--- config.mk ---
export PLATFORM = sky130hd
export DESIGN_NAME = fp64_sign_minmax_compare_classify
export DESIGN_NICKNAME = d
export VERILOG_FILES = /design/src/sv/fsmc_pkg.sv /design/src/sv/fsmc_decode.sv /design/src/sv/fsmc_select.sv /design/src/sv/fp64_sign_minmax_compare_classify.sv
export SDC_FILE = /design/constraint.sdc
export NUM_CORES = 1
export LEC_CHECK = 0
export BUFFER_PORTS_ARGS = -buffer_cell sky130_fd_sc_hd__clkbuf_2
export CORE_AREA = 8 8 177 246
export DETAILED_ROUTE_END_ITERATION = 16
export DIE_AREA = 0 0 185 254
export GPL_TIMING_DRIVEN = 0
export HOLD_SLACK_MARGIN = 0.12
export PLACE_DENSITY = 0.76
export RECOVER_POWER = 25
export SLEW_MARGIN = 0
export SYNTH_ARGS = -nofsm -noshare
export SYNTH_HDL_FRONTEND = slang
export SYNTH_SLANG_ARGS = --single-unit
--- constraint.sdc ---
create_clock -name i_clk -period 6.8 [get_ports i_clk]
set_input_delay 0 -clock i_clk [delete_from_list [all_inputs] [get_ports i_clk]]
set_output_delay 0 -clock i_clk [all_outputs]
set_load 0.005 [all_outputs]
--- src/sv/fsmc_pkg.sv ---
// ----------------------------------------------------------------------------
// fsmc_pkg: shared types and constants of the binary64 sign/min/max/compare unit
// Operation codes, the canonical NaN constant and the stage-to-stage payload structs.
// ----------------------------------------------------------------------------
package fsmc_pkg;

    typedef enum logic [3:0] {
        OP_SGNJ  = 4'd0,
        OP_SGNJN = 4'd1,
        OP_SGNJX = 4'd2,
        OP_MIN   = 4'd3,
        OP_MAX   = 4'd4,
        OP_EQ    = 4'd5,
        OP_LT    = 4'd6,
        OP_LE    = 4'd7,
        OP_CLASS = 4'd8
    } t_op;

    localparam logic [63:0] CANON_NAN = 64'h7FF8_0000_0000_0000;

    // Operand facts found in the decode stage.
    typedef struct packed {
        logic a_nan;
        logic b_nan;
        logic a_snan;
        logic b_snan;
        logic both_zero;
        logic equal;
        logic [9:0] a_class;
    } t_flags;

    // Payload carried from decode to the compare stage.
    typedef struct packed {
        logic [3:0]  op;
        logic [63:0] a_bits;
        logic [63:0] b_bits;
        logic [63:0] key_a;
        logic [63:0] key_b;
        t_flags      flags;
    } t_dec;

endpackage

--- src/sv/fsmc_decode.sv ---
// ----------------------------------------------------------------------------
// fsmc_decode: operand decode stage
// Finds NaN and zero of the operands and class of the first, and builds the order keys.
// ----------------------------------------------------------------------------
module fsmc_decode import fsmc_pkg::*; (
    input  logic [3:0]  i_op,
    input  logic [63:0] i_a_bits,
    input  logic [63:0] i_b_bits,
    output t_dec        o_dec
);

    logic a_exp_max, b_exp_max, a_frac_nz, b_frac_nz, a_exp_zero, neg;
    logic [9:0] a_class;

    assign a_exp_max  = &i_a_bits[62:52];
    assign b_exp_max  = &i_b_bits[62:52];
    assign a_frac_nz  = |i_a_bits[51:0];
    assign b_frac_nz  = |i_b_bits[51:0];
    assign a_exp_zero = ~|i_a_bits[62:52];
    assign neg        = i_a_bits[63];

    // Classify the first operand into a one-hot mask
    always_comb begin
        if (a_exp_max) begin
            if (a_frac_nz) a_class = i_a_bits[51] ? 10'h200 : 10'h100;
            else a_class = neg ? 10'h001 : 10'h080;
        end else if (a_exp_zero) begin
            if (!a_frac_nz) a_class = neg ? 10'h008 : 10'h010;
            else a_class = neg ? 10'h004 : 10'h020;
        end else begin
            a_class = neg ? 10'h002 : 10'h040;
        end
    end

    assign o_dec.flags.a_class   = a_class;
    assign o_dec.op              = i_op;
    assign o_dec.a_bits          = i_a_bits;
    assign o_dec.b_bits          = i_b_bits;
    assign o_dec.key_a           = i_a_bits[63] ? ~i_a_bits : {1'b1, i_a_bits[62:0]};
    assign o_dec.key_b           = i_b_bits[63] ? ~i_b_bits : {1'b1, i_b_bits[62:0]};
    assign o_dec.flags.a_nan     = a_exp_max & a_frac_nz;
    assign o_dec.flags.b_nan     = b_exp_max & b_frac_nz;
    assign o_dec.flags.a_snan    = a_exp_max & a_frac_nz & ~i_a_bits[51];
    assign o_dec.flags.b_snan    = b_exp_max & b_frac_nz & ~i_b_bits[51];
    assign o_dec.flags.both_zero = ~|i_a_bits[62:0] & ~|i_b_bits[62:0];
    assign o_dec.flags.equal     = (i_a_bits == i_b_bits);

endmodule

--- src/sv/fsmc_select.sv ---
// ----------------------------------------------------------------------------
// fsmc_select: result selection stage
// Picks the result and invalid flag from the decoded operands and the compare.
// ----------------------------------------------------------------------------
module fsmc_select import fsmc_pkg::*; (
    input  t_dec        i_dec,
    input  logic        i_lt,
    input  logic        i_gt,
    output logic [63:0] o_result_bits,
    output logic        o_invalid_flag
);

    logic any_nan, any_snan, lt, gt, eq;

    assign any_nan  = i_dec.flags.a_nan | i_dec.flags.b_nan;
    assign any_snan = i_dec.flags.a_snan | i_dec.flags.b_snan;
    assign lt = i_lt & ~i_dec.flags.both_zero;
    assign gt = i_gt & ~i_dec.flags.both_zero;
    assign eq = i_dec.flags.equal | i_dec.flags.both_zero;

    always_comb begin
        o_result_bits  = '0;
        o_invalid_flag = 1'b0;
        case (i_dec.op)
            OP_SGNJ:  o_result_bits = {i_dec.b_bits[63], i_dec.a_bits[62:0]};
            OP_SGNJN: o_result_bits = {~i_dec.b_bits[63], i_dec.a_bits[62:0]};
            OP_SGNJX: o_result_bits = {i_dec.a_bits[63] ^ i_dec.b_bits[63],
                                       i_dec.a_bits[62:0]};
            OP_MIN, OP_MAX: begin
                o_invalid_flag = any_snan;
                if (i_dec.flags.a_nan && i_dec.flags.b_nan) o_result_bits = CANON_NAN;
                else if (i_dec.flags.a_nan) o_result_bits = i_dec.b_bits;
                else if (i_dec.flags.b_nan) o_result_bits = i_dec.a_bits;
                else if (i_dec.flags.both_zero)
                    o_result_bits = (i_dec.op == OP_MAX) ? (i_dec.a_bits & i_dec.b_bits)
                                                         : (i_dec.a_bits | i_dec.b_bits);
                else if (i_dec.op == OP_MAX) o_result_bits = lt ? i_dec.b_bits : i_dec.a_bits;
                else o_result_bits = gt ? i_dec.b_bits : i_dec.a_bits;
            end
            OP_EQ: begin
                o_invalid_flag   = any_snan;
                o_result_bits[0] = ~any_nan & eq;
            end
            OP_LT: begin
                o_invalid_flag   = any_nan;
                o_result_bits[0] = ~any_nan & lt;
            end
            OP_LE: begin
                o_invalid_flag   = any_nan;
                o_result_bits[0] = ~any_nan & (lt | eq);
            end
            OP_CLASS: o_result_bits = {54'd0, i_dec.flags.a_class};
            default: ;
        endcase
    end

endmodule

--- src/sv/fp64_sign_minmax_compare_classify.sv ---
// ----------------------------------------------------------------------------
// fp64_sign_minmax_compare_classify: binary64 sign/min/max/compare/classify unit
// Three-stage pipeline: decode, 64-bit key compare, result select.
// ----------------------------------------------------------------------------
// Three register stages; an item passes r_dec1, r_dec2 and r_res before
// o_valid rises, and the output transfer follows when i_stall is low.
// Throughput: one item per cycle while i_stall is low; a stage takes a new item when it advances.
// A stall holds each full stage with no empty stage after it; an empty stage still fills.
// Reset (synchronous, active low) clears the stage valid bits only.
module fp64_sign_minmax_compare_classify import fsmc_pkg::*; (
    input  logic        i_clk,
    input  logic        i_rst_n,
    input  logic        i_valid,
    output logic        o_stall,
    input  logic [3:0]  i_op,
    input  logic [63:0] i_a_bits,
    input  logic [63:0] i_b_bits,
    output logic        o_valid,
    input  logic        i_stall,
    output logic [63:0] o_result_bits,
    output logic        o_invalid_flag
);

    t_dec        n_dec, r_dec1, r_dec2;
    logic        r_v1, r_v2, r_v3, r_lt, r_gt;
    logic [63:0] n_res, r_res;
    logic        n_inv, r_inv;
    logic        adv3, adv2, adv1;

    // Advance a stage when it is empty or the next one moves
    assign adv3 = !r_v3 || !i_stall;
    assign adv2 = !r_v2 || adv3;
    assign adv1 = !r_v1 || adv2;
    assign o_stall = !adv1;

    fsmc_decode u_decode (
        .i_op(i_op), .i_a_bits(i_a_bits), .i_b_bits(i_b_bits), .o_dec(n_dec)
    );

    fsmc_select u_select (
        .i_dec(r_dec2), .i_lt(r_lt), .i_gt(r_gt),
        .o_result_bits(n_res), .o_invalid_flag(n_inv)
    );

    // Hold or advance the valid bits
    always_ff @(posedge i_clk) begin
        if (!i_rst_n) begin
            r_v1 <= 1'b0;
            r_v2 <= 1'b0;
            r_v3 <= 1'b0;
        end else begin
            if (adv1) r_v1 <= i_valid;
            if (adv2) r_v2 <= r_v1;
            if (adv3) r_v3 <= r_v2;
        end
    end

    // Payload registers; stage two does the wide key compare
    always_ff @(posedge i_clk) begin
        if (adv1) r_dec1 <= n_dec;
        if (adv2) begin
            r_dec2 <= r_dec1;
            r_lt   <= r_dec1.key_a < r_dec1.key_b;
            r_gt   <= r_dec1.key_a > r_dec1.key_b;
        end
        if (adv3) begin
            r_res <= n_res;
            r_inv <= n_inv;
        end
    end

    assign o_valid        = r_v3;
    assign o_result_bits  = r_res;
    assign o_invalid_flag = r_inv;

    // A stalled result holds
    a_hold: assert property (@(posedge i_clk) disable iff (!i_rst_n)
        o_valid && i_stall |=> o_valid && $stable(o_result_bits))
        else $error("stalled result changed");
    // An accepted item reaches the output when nothing stalls
    a_lat: assert property (@(posedge i_clk) disable iff (!i_rst_n)
        (i_valid && !o_stall) ##1 !i_stall ##1 !i_stall |=> o_valid)
        else $error("item lost in pipeline");
    // Compare results never both set
    a_cmp: assert property (@(posedge i_clk) disable iff (!i_rst_n)
        r_v2 |-> !(r_lt && r_gt))
        else $error("lt and gt both set");

endmodule
==> results of run 1 <==
## power breakdown
| group | total (W) | internal, W | switching (W) |
|---|---|---|---|
| combinational | 0.000747 | 0.000297 | 0.000450 |
| sequential | 0.00365 | 0.00357 | 0.0000779 |
| clock | 0.00276 | 0.00163 | 0.00113 |
| total | 0.00715 | 0.00550 | 0.00165 |
## through the flow
step                      power [W]  hold slack, ns  instances
final                       0.00715           0.172       2396
after global routing        0.00735           0.179       2395
after CTS                   0.00716           0.168       2392
after global placement      0.00434           0.200       2166
after floorplan             0.00405          0.0989       1430
after detailed placement    0.00438           0.180       2171
## final cells by class
cell class	count	area [um^2]	area share, %
sequential	494	14800	57.3
multi-input combinational	804	5850	22.6
timing repair buffer	343	2330	9.01
clock buffer	52	1170	4.54
tap	534	668	2.59
clock inverter	33	440	1.70
inverter	75	287	1.11
buffer	57	282	1.09
antenna	4	10.0	0.0387
## routing by layer
layer	track usage (%)	wire, um	vias to the layer above
met2	42.8	29500	825
met4	17.3	4400	0
met1	27.4	20100	6813
li1	-	-	6202
met5	0	0	-
met3	4.16	4630	210
## Yosys cell counts, drive strengths merged, types with 24 or more instances
cell type    n
nand2       95
inv         75
buf         24
o21ai       74
clkbuf      33
edfxtp     491
a21oi       36
a21o        29
a22oi       35
ha          66
xor2       190
nor4        55
## cells by family after synthesis
| logic type | Yosys count | share of synthesized area, % |
|---|---|---|
| flip-flops | 494 | 69.9 |
| buffers and inverters | 132 | 2.66 |
| XOR/XNOR | 192 | 7.94 |
| adder cells (fa/ha/maj) | 66 | 3.90 |
| AND/OR/NAND/NOR | 264 | 6.47 |
| AO/OA/AOI/OAI | 280 | 9.05 |
| multiplexers | 2 | 0.0945 |
## worst paths after layout
| kind | to | slack, ns | cells after the start |
|---|---|---|---|
| setup reg to reg | o_result_bits[4]$_DFFE_PP_ | 3.53 | 8 |
| hold / removal | r_dec1[274]$_DFFE_PN_ | 0.17 | 2 |
| hold reg to reg | r_dec2[269]$_DFFE_PP_ | 0.42 | 0 |
| setup / recovery | o_result_bits[4]$_DFFE_PP_ | 3.53 | 8 |
## registers in the layout, summed over array words and instances, names as in the netlist
name and flops:
r_v1 1, o_invalid_flag 1, r_dec1 276, o_result_bits 64
r_v2 1, r_gt 1, o_valid 1, r_dec2 148
r_lt 1
## timing repair
item / in CTS / in global routing
hold buffers: 136 / 0
endpoints found under the setup margin: 0 / 0
endpoints found under the hold margin: 336 / 0
==> results.json, run 1 <==
{
  "run_status": "complete, no violations",
  "yosysTopAreaCellShare_pct": 69.6,
  "via_count": 14100,
  "grt_use_total_pct": 24.7,
  "r2r-start": "r_dec2[274]$_DFFE_PP_",
  "ios": 203,
  "cts.clk_slew.worst_paths_ns": 0.06,
  "critical-path-max-stage-delay_ns": 0.72,
  "timing.final.crit_period_ns": 3.27,
  "placeableCoreArea_um2": 39800,
  "cts_setup_buffers": 0,
  "post_synth_inst_count": 1430,
  "worstMarginPinSlew_ns": 1.35,
  "synth_enable_flop_cells": 491,
  "period_share_pct": 48.1,
  "total_of_fill_cells_in_the_finished_design": 2853,
  "floorplan.die_area_um2": 47000,
  "drt_pre_antenna_iters": 6,
  "critical_path.cell_chain": "buf_2, nor2_1, nand2_1, nand2_1, clkbuf_1, a22oi_1, a2111oi_0, a21o_1",
  "placed_cell_area_um2": 23000,
  "max_cap_violations": 0,
  "tritoncts.num_buffers": 46,
  "gp_routability_congestion": 0.904,
  "hold_start": "i_op[2]",
  "syn2layout_area_growth_pct": 22.0,
  "cts.sinks": 494,
  "place.port_buffers": 202,
  "grt_overflow_total": 0,
  "leakagePower_nw": 10.3,
  "postCtsResizedCells": 0,
  "ys_async_sr_fraction_pct": 0,
  "primary_ff_master_synth": "sky130_fd_sc_hd__edfxtp_1",
  "crit_family": "compound AO/OA/AOI/OAI gates",
  "mappedNetlistNets": 1632,
  "num-nets-final": 2023,
  "finalMaxSlewViolations": 0,
  "rsz_0062_raised_after_global_routing": "false",
  "grt_max_degree": 128,
  "dpl_worst_slack_ns": 3.70,
  "htree_num_levels": 2,
  "crit_type": "reg2reg",
  "synth.ff_latch_count": 494,
  "number_of_placement_rows": 87,
  "ys_seq_area_share_pct": 69.9,
  "finalInstanceArea_um2": 25800,
  "cp.required_ns": 7.21,
  "synth_cell_type_count": 55,
  "cp_max_fo": 10,
  "vias_in_the_first_global_route": 14400,
  "dominant_cell_type_by_count_on_the_critical_path": "sky130_fd_sc_hd__nand2_1",
  "maximum_clock_insertion_buffer_count": 3,
  "post_route_cells_drive_above_1_share_pct": 10.3,
  "timing.clock.skew_ns": 0.0332,
  "min_path_type": "in2reg",
  "grt_antenna_before_repair": 3,
  "worst_ep_arrival_time_ns": 3.68,
  "tritoncts": "yes",
  "most_frequent_cells_in_the_layout": "491 x sky130_fd_sc_hd__edfxtp_1, 190 x sky130_fd_sc_hd__xor2_1, 167 x sky130_fd_sc_hd__clkbuf_1",
  "wirelength_mm": 58.6,
  "max_slew_margin_pct": 9.12,
  "netlist_top_cells_area": "sky130_fd_sc_hd__edfxtp_1 70%, sky130_fd_sc_hd__xor2_1 7.9%, sky130_fd_sc_hd__ha_1 3.9%",
  "die_height_um": 254,
  "crit_buf_inv": 2,
  "timing.critical_path.from_type": "flip-flop",
  "final_util_pct": 64.9,
  "power.ir.vdd_worst_uv": 206,
  "final_common_cell": "sky130_fd_sc_hd__edfxtp_1",
  "yosys_warning_total": 0,
  "floorplan.initialDensity_pct": 53.2,
  "timing.setup.tns_ns": 0,
  "chipWidth_um": 185,
  "hold_viol": 0,
  "drt_drc_violations_left": 0,
  "critical_path.endpoint_type": "flip-flop",
  "achievable-frequency_mhz": 306,
  "detail_route.iter0.violations": 1594,
  "finalWorstSetupSlack_ns": 3.53,
  "power.density_nw_per_um2": 277,
  "post_synth.cell_area_avg_um2": 14.8,
  "synth_cell_area_um2": 21200,
  "final-setup-viol-count": 0,
  "grt_first_pass_wirelength_mm": 85.5,
  "slowest_stage_cell_crit_path": "sky130_fd_sc_hd__a2111oi_0",
  "clk-insertion-delay-late_ns": 0.58,
  "antenna_left": 0,
  "cts_root_buffer": "sky130_fd_sc_hd__clkbuf_16",
  "startpoint": "r_dec2[274]$_DFFE_PP_",
  "place.detailed.hpwl_mm": 41.3,
  "route.detailed.vias_per_inst": 5.86,
  "route.detailed.wl_per_inst_um": 24.4,
  "post-synth-top-area-cell": "sky130_fd_sc_hd__edfxtp_1"
}
No activity file was read; power rests on OpenSTA's default activity.
==> inputs of run 2 (changes only) <==
clock period = 2.93 ns   (was 6.8 ns; I/O delays follow)
==> run 2 against run 1 <==
Cell area about the same; critical path type unchanged; sequential share of layout area up 0.052 points; cell count about the same; first-iteration DRC count down 1.8%; largest power group unchanged; fmax up 15%.
==> results.json, run 2 (synthesized netlist as in run 1, its figures left out) <==
{
  "run_status": "complete, no violations",
  "vias_in_the_first_global_route": 14500,
  "ios": 203,
  "route.detailed.wl_per_inst_um": 24.5,
  "chipWidth_um": 185,
  "grt_antenna_before_repair": 3,
  "tritoncts.num_buffers": 45,
  "floorplan.initialDensity_pct": 53.2,
  "final_util_pct": 64.8,
  "post_route_cells_drive_above_1_share_pct": 10.7,
  "timing.final.crit_period_ns": 2.85,
  "number_of_placement_rows": 87,
  "detail_route.iter0.violations": 1565,
  "antenna_left": 0,
  "critical_path.endpoint_type": "flip-flop",
  "cp_max_fo": 10,
  "crit_type": "reg2reg",
  "max_cap_violations": 0,
  "die_height_um": 254,
  "achievable-frequency_mhz": 351,
  "worstMarginPinSlew_ns": 1.11,
  "wirelength_mm": 58.6,
  "cts_root_buffer": "sky130_fd_sc_hd__clkbuf_16",
  "timing.setup.tns_ns": 0,
  "most_frequent_cells_in_the_layout": "491 x sky130_fd_sc_hd__edfxtp_1, 190 x sky130_fd_sc_hd__xor2_1, 166 x sky130_fd_sc_hd__clkbuf_1",
  "hold_viol": 0,
  "cts.clk_slew.worst_paths_ns": 0.06,
  "min_path_type": "in2reg",
  "clk-insertion-delay-late_ns": 0.56,
  "htree_num_levels": 2,
  "power.density_nw_per_um2": 625,
  "timing.clock.skew_ns": 0.0163,
  "grt_use_total_pct": 24.7,
  "startpoint": "r_dec2[272]$_DFFE_PP_",
  "leakagePower_nw": 10.2,
  "grt_overflow_total": 0,
  "critical_path.cell_chain": "buf_4, nand2b_1, or2_2, a21oi_2, buf_2, clkbuf_1, o21ai_0, a211oi_1",
  "route.detailed.vias_per_inst": 5.90,
  "floorplan.die_area_um2": 47000,
  "via_count": 14100,
  "finalMaxSlewViolations": 0,
  "timing.critical_path.from_type": "flip-flop",
  "cts.sinks": 494,
  "slowest_stage_cell_crit_path": "sky130_fd_sc_hd__clkbuf_1",
  "grt_first_pass_wirelength_mm": 85.8,
  "register_with_the_highest_flop_count": "r_dec1",
  "hold_start": "i_op[3]",
  "gp_routability_congestion": 0.912,
  "syn2layout_area_growth_pct": 21.9,
  "drt_pre_antenna_iters": 5,
  "period_share_pct": 97.2,
  "place.port_buffers": 202,
  "worst_ep_arrival_time_ns": 3.23,
  "layoutNonFillerInstCount": 2395,
  "maximum_clock_insertion_buffer_count": 3,
  "report.power.total_w": 0.0162,
  "largest_reg_flops": 276,
  "placeableCoreArea_um2": 39800,
  "num-nets-final": 2028,
  "tritoncts": "yes",
  "placed_cells_incl_taps": 2173,
  "final_common_cell": "sky130_fd_sc_hd__edfxtp_1",
  "place.detailed.hpwl_mm": 41.6,
  "max_slew_margin_pct": 25.5,
  "crit_buf_inv": 3,
  "crit_family": "buffers and inverters",
  "cp.required_ns": 3.31,
  "power.ir.vdd_worst_uv": 510,
  "critical-path-max-stage-delay_ns": 0.55,
  "final-setup-viol-count": 0,
  "drt_drc_violations_left": 0,
  "grt_max_degree": 109,
  "r2r-start": "r_dec2[272]$_DFFE_PP_"
}
run 2: changes by cell type in the layout (fill, tap and decap cells not counted), moves of 3 or more:
cell                        before  now
sky130_fd_sc_hd__a2111oi_0       4    1
sky130_fd_sc_hd__buf_4           3    6
sky130_fd_sc_hd__buf_12          0    3
sky130_fd_sc_hd__clkinv_1        6   11
sky130_fd_sc_hd__bufinv_16      10    6
sky130_fd_sc_hd__clkbuf_2       74   78
sky130_fd_sc_hd__a2111oi_2       0    3
sky130_fd_sc_hd__clkinv_2        9    2
run 2: timing repair:
action / CTS / global route
gates cloned: 0 / 0
hold buffers: 136 / 0
resized for setup: 11 / 7
setup endpoints to repair: 20 / 19
buffers inserted: 0 / 3
hold endpoints to repair: 329 / 0
pin swaps: 0 / 1
run 2: stage by stage:
stage	setup slack (ns)	hold WS, ns	area (um^2)
after floorplan	-0.226	0.0989	21200
after global placement	-1.19	0.200	22900
after detailed placement	-0.276	0.179	23100
after CTS	0.00170	0.164	25900
after global routing	-0.00219	0.174	25800
final	0.0809	0.185	25800
run 2: layout make-up:
| class | instances | area, um^2 |
|---|---|---|
| clock inverter | 23 | 263 |
| buffer | 57 | 287 |
| sequential | 494 | 14800 |
| antenna | 3 | 7.51 |
| multi-input combinational | 804 | 5910 |
| inverter | 75 | 285 |
| clock buffer | 56 | 1210 |
| fill | 2872 | 14000 |
| timing repair buffer | 349 | 2390 |
| tap | 534 | 668 |
run 2: final timing paths:
path | end | slack [ns] | depth (start not counted)
worst max register to register | o_result_bits[54]$_DFFE_PP_ | 0.08 | 8
worst min register to register | r_dec2[191]$_DFFE_PP_ | 0.42 | 0
worst max-delay path | o_result_bits[54]$_DFFE_PP_ | 0.08 | 8
worst min-delay path | r_dec1[275]$_DFFE_PN_ | 0.18 | 2
run 2: power by group:
group	internal (W)	switching [W]
clock	0.00345	0.00249
combinational	0.000695	0.00105
sequential	0.00828	0.000181
run 2: per-layer routing:
metal / up-vias / track usage [%] / wire length, um
met5: - / 0 / 0
met4: 0 / 17.4 / 4260
met3: 217 / 4.21 / 4690
met2: 800 / 43.0 / 29700
met1: 6903 / 27.1 / 20000
li1: 6202 / - / -
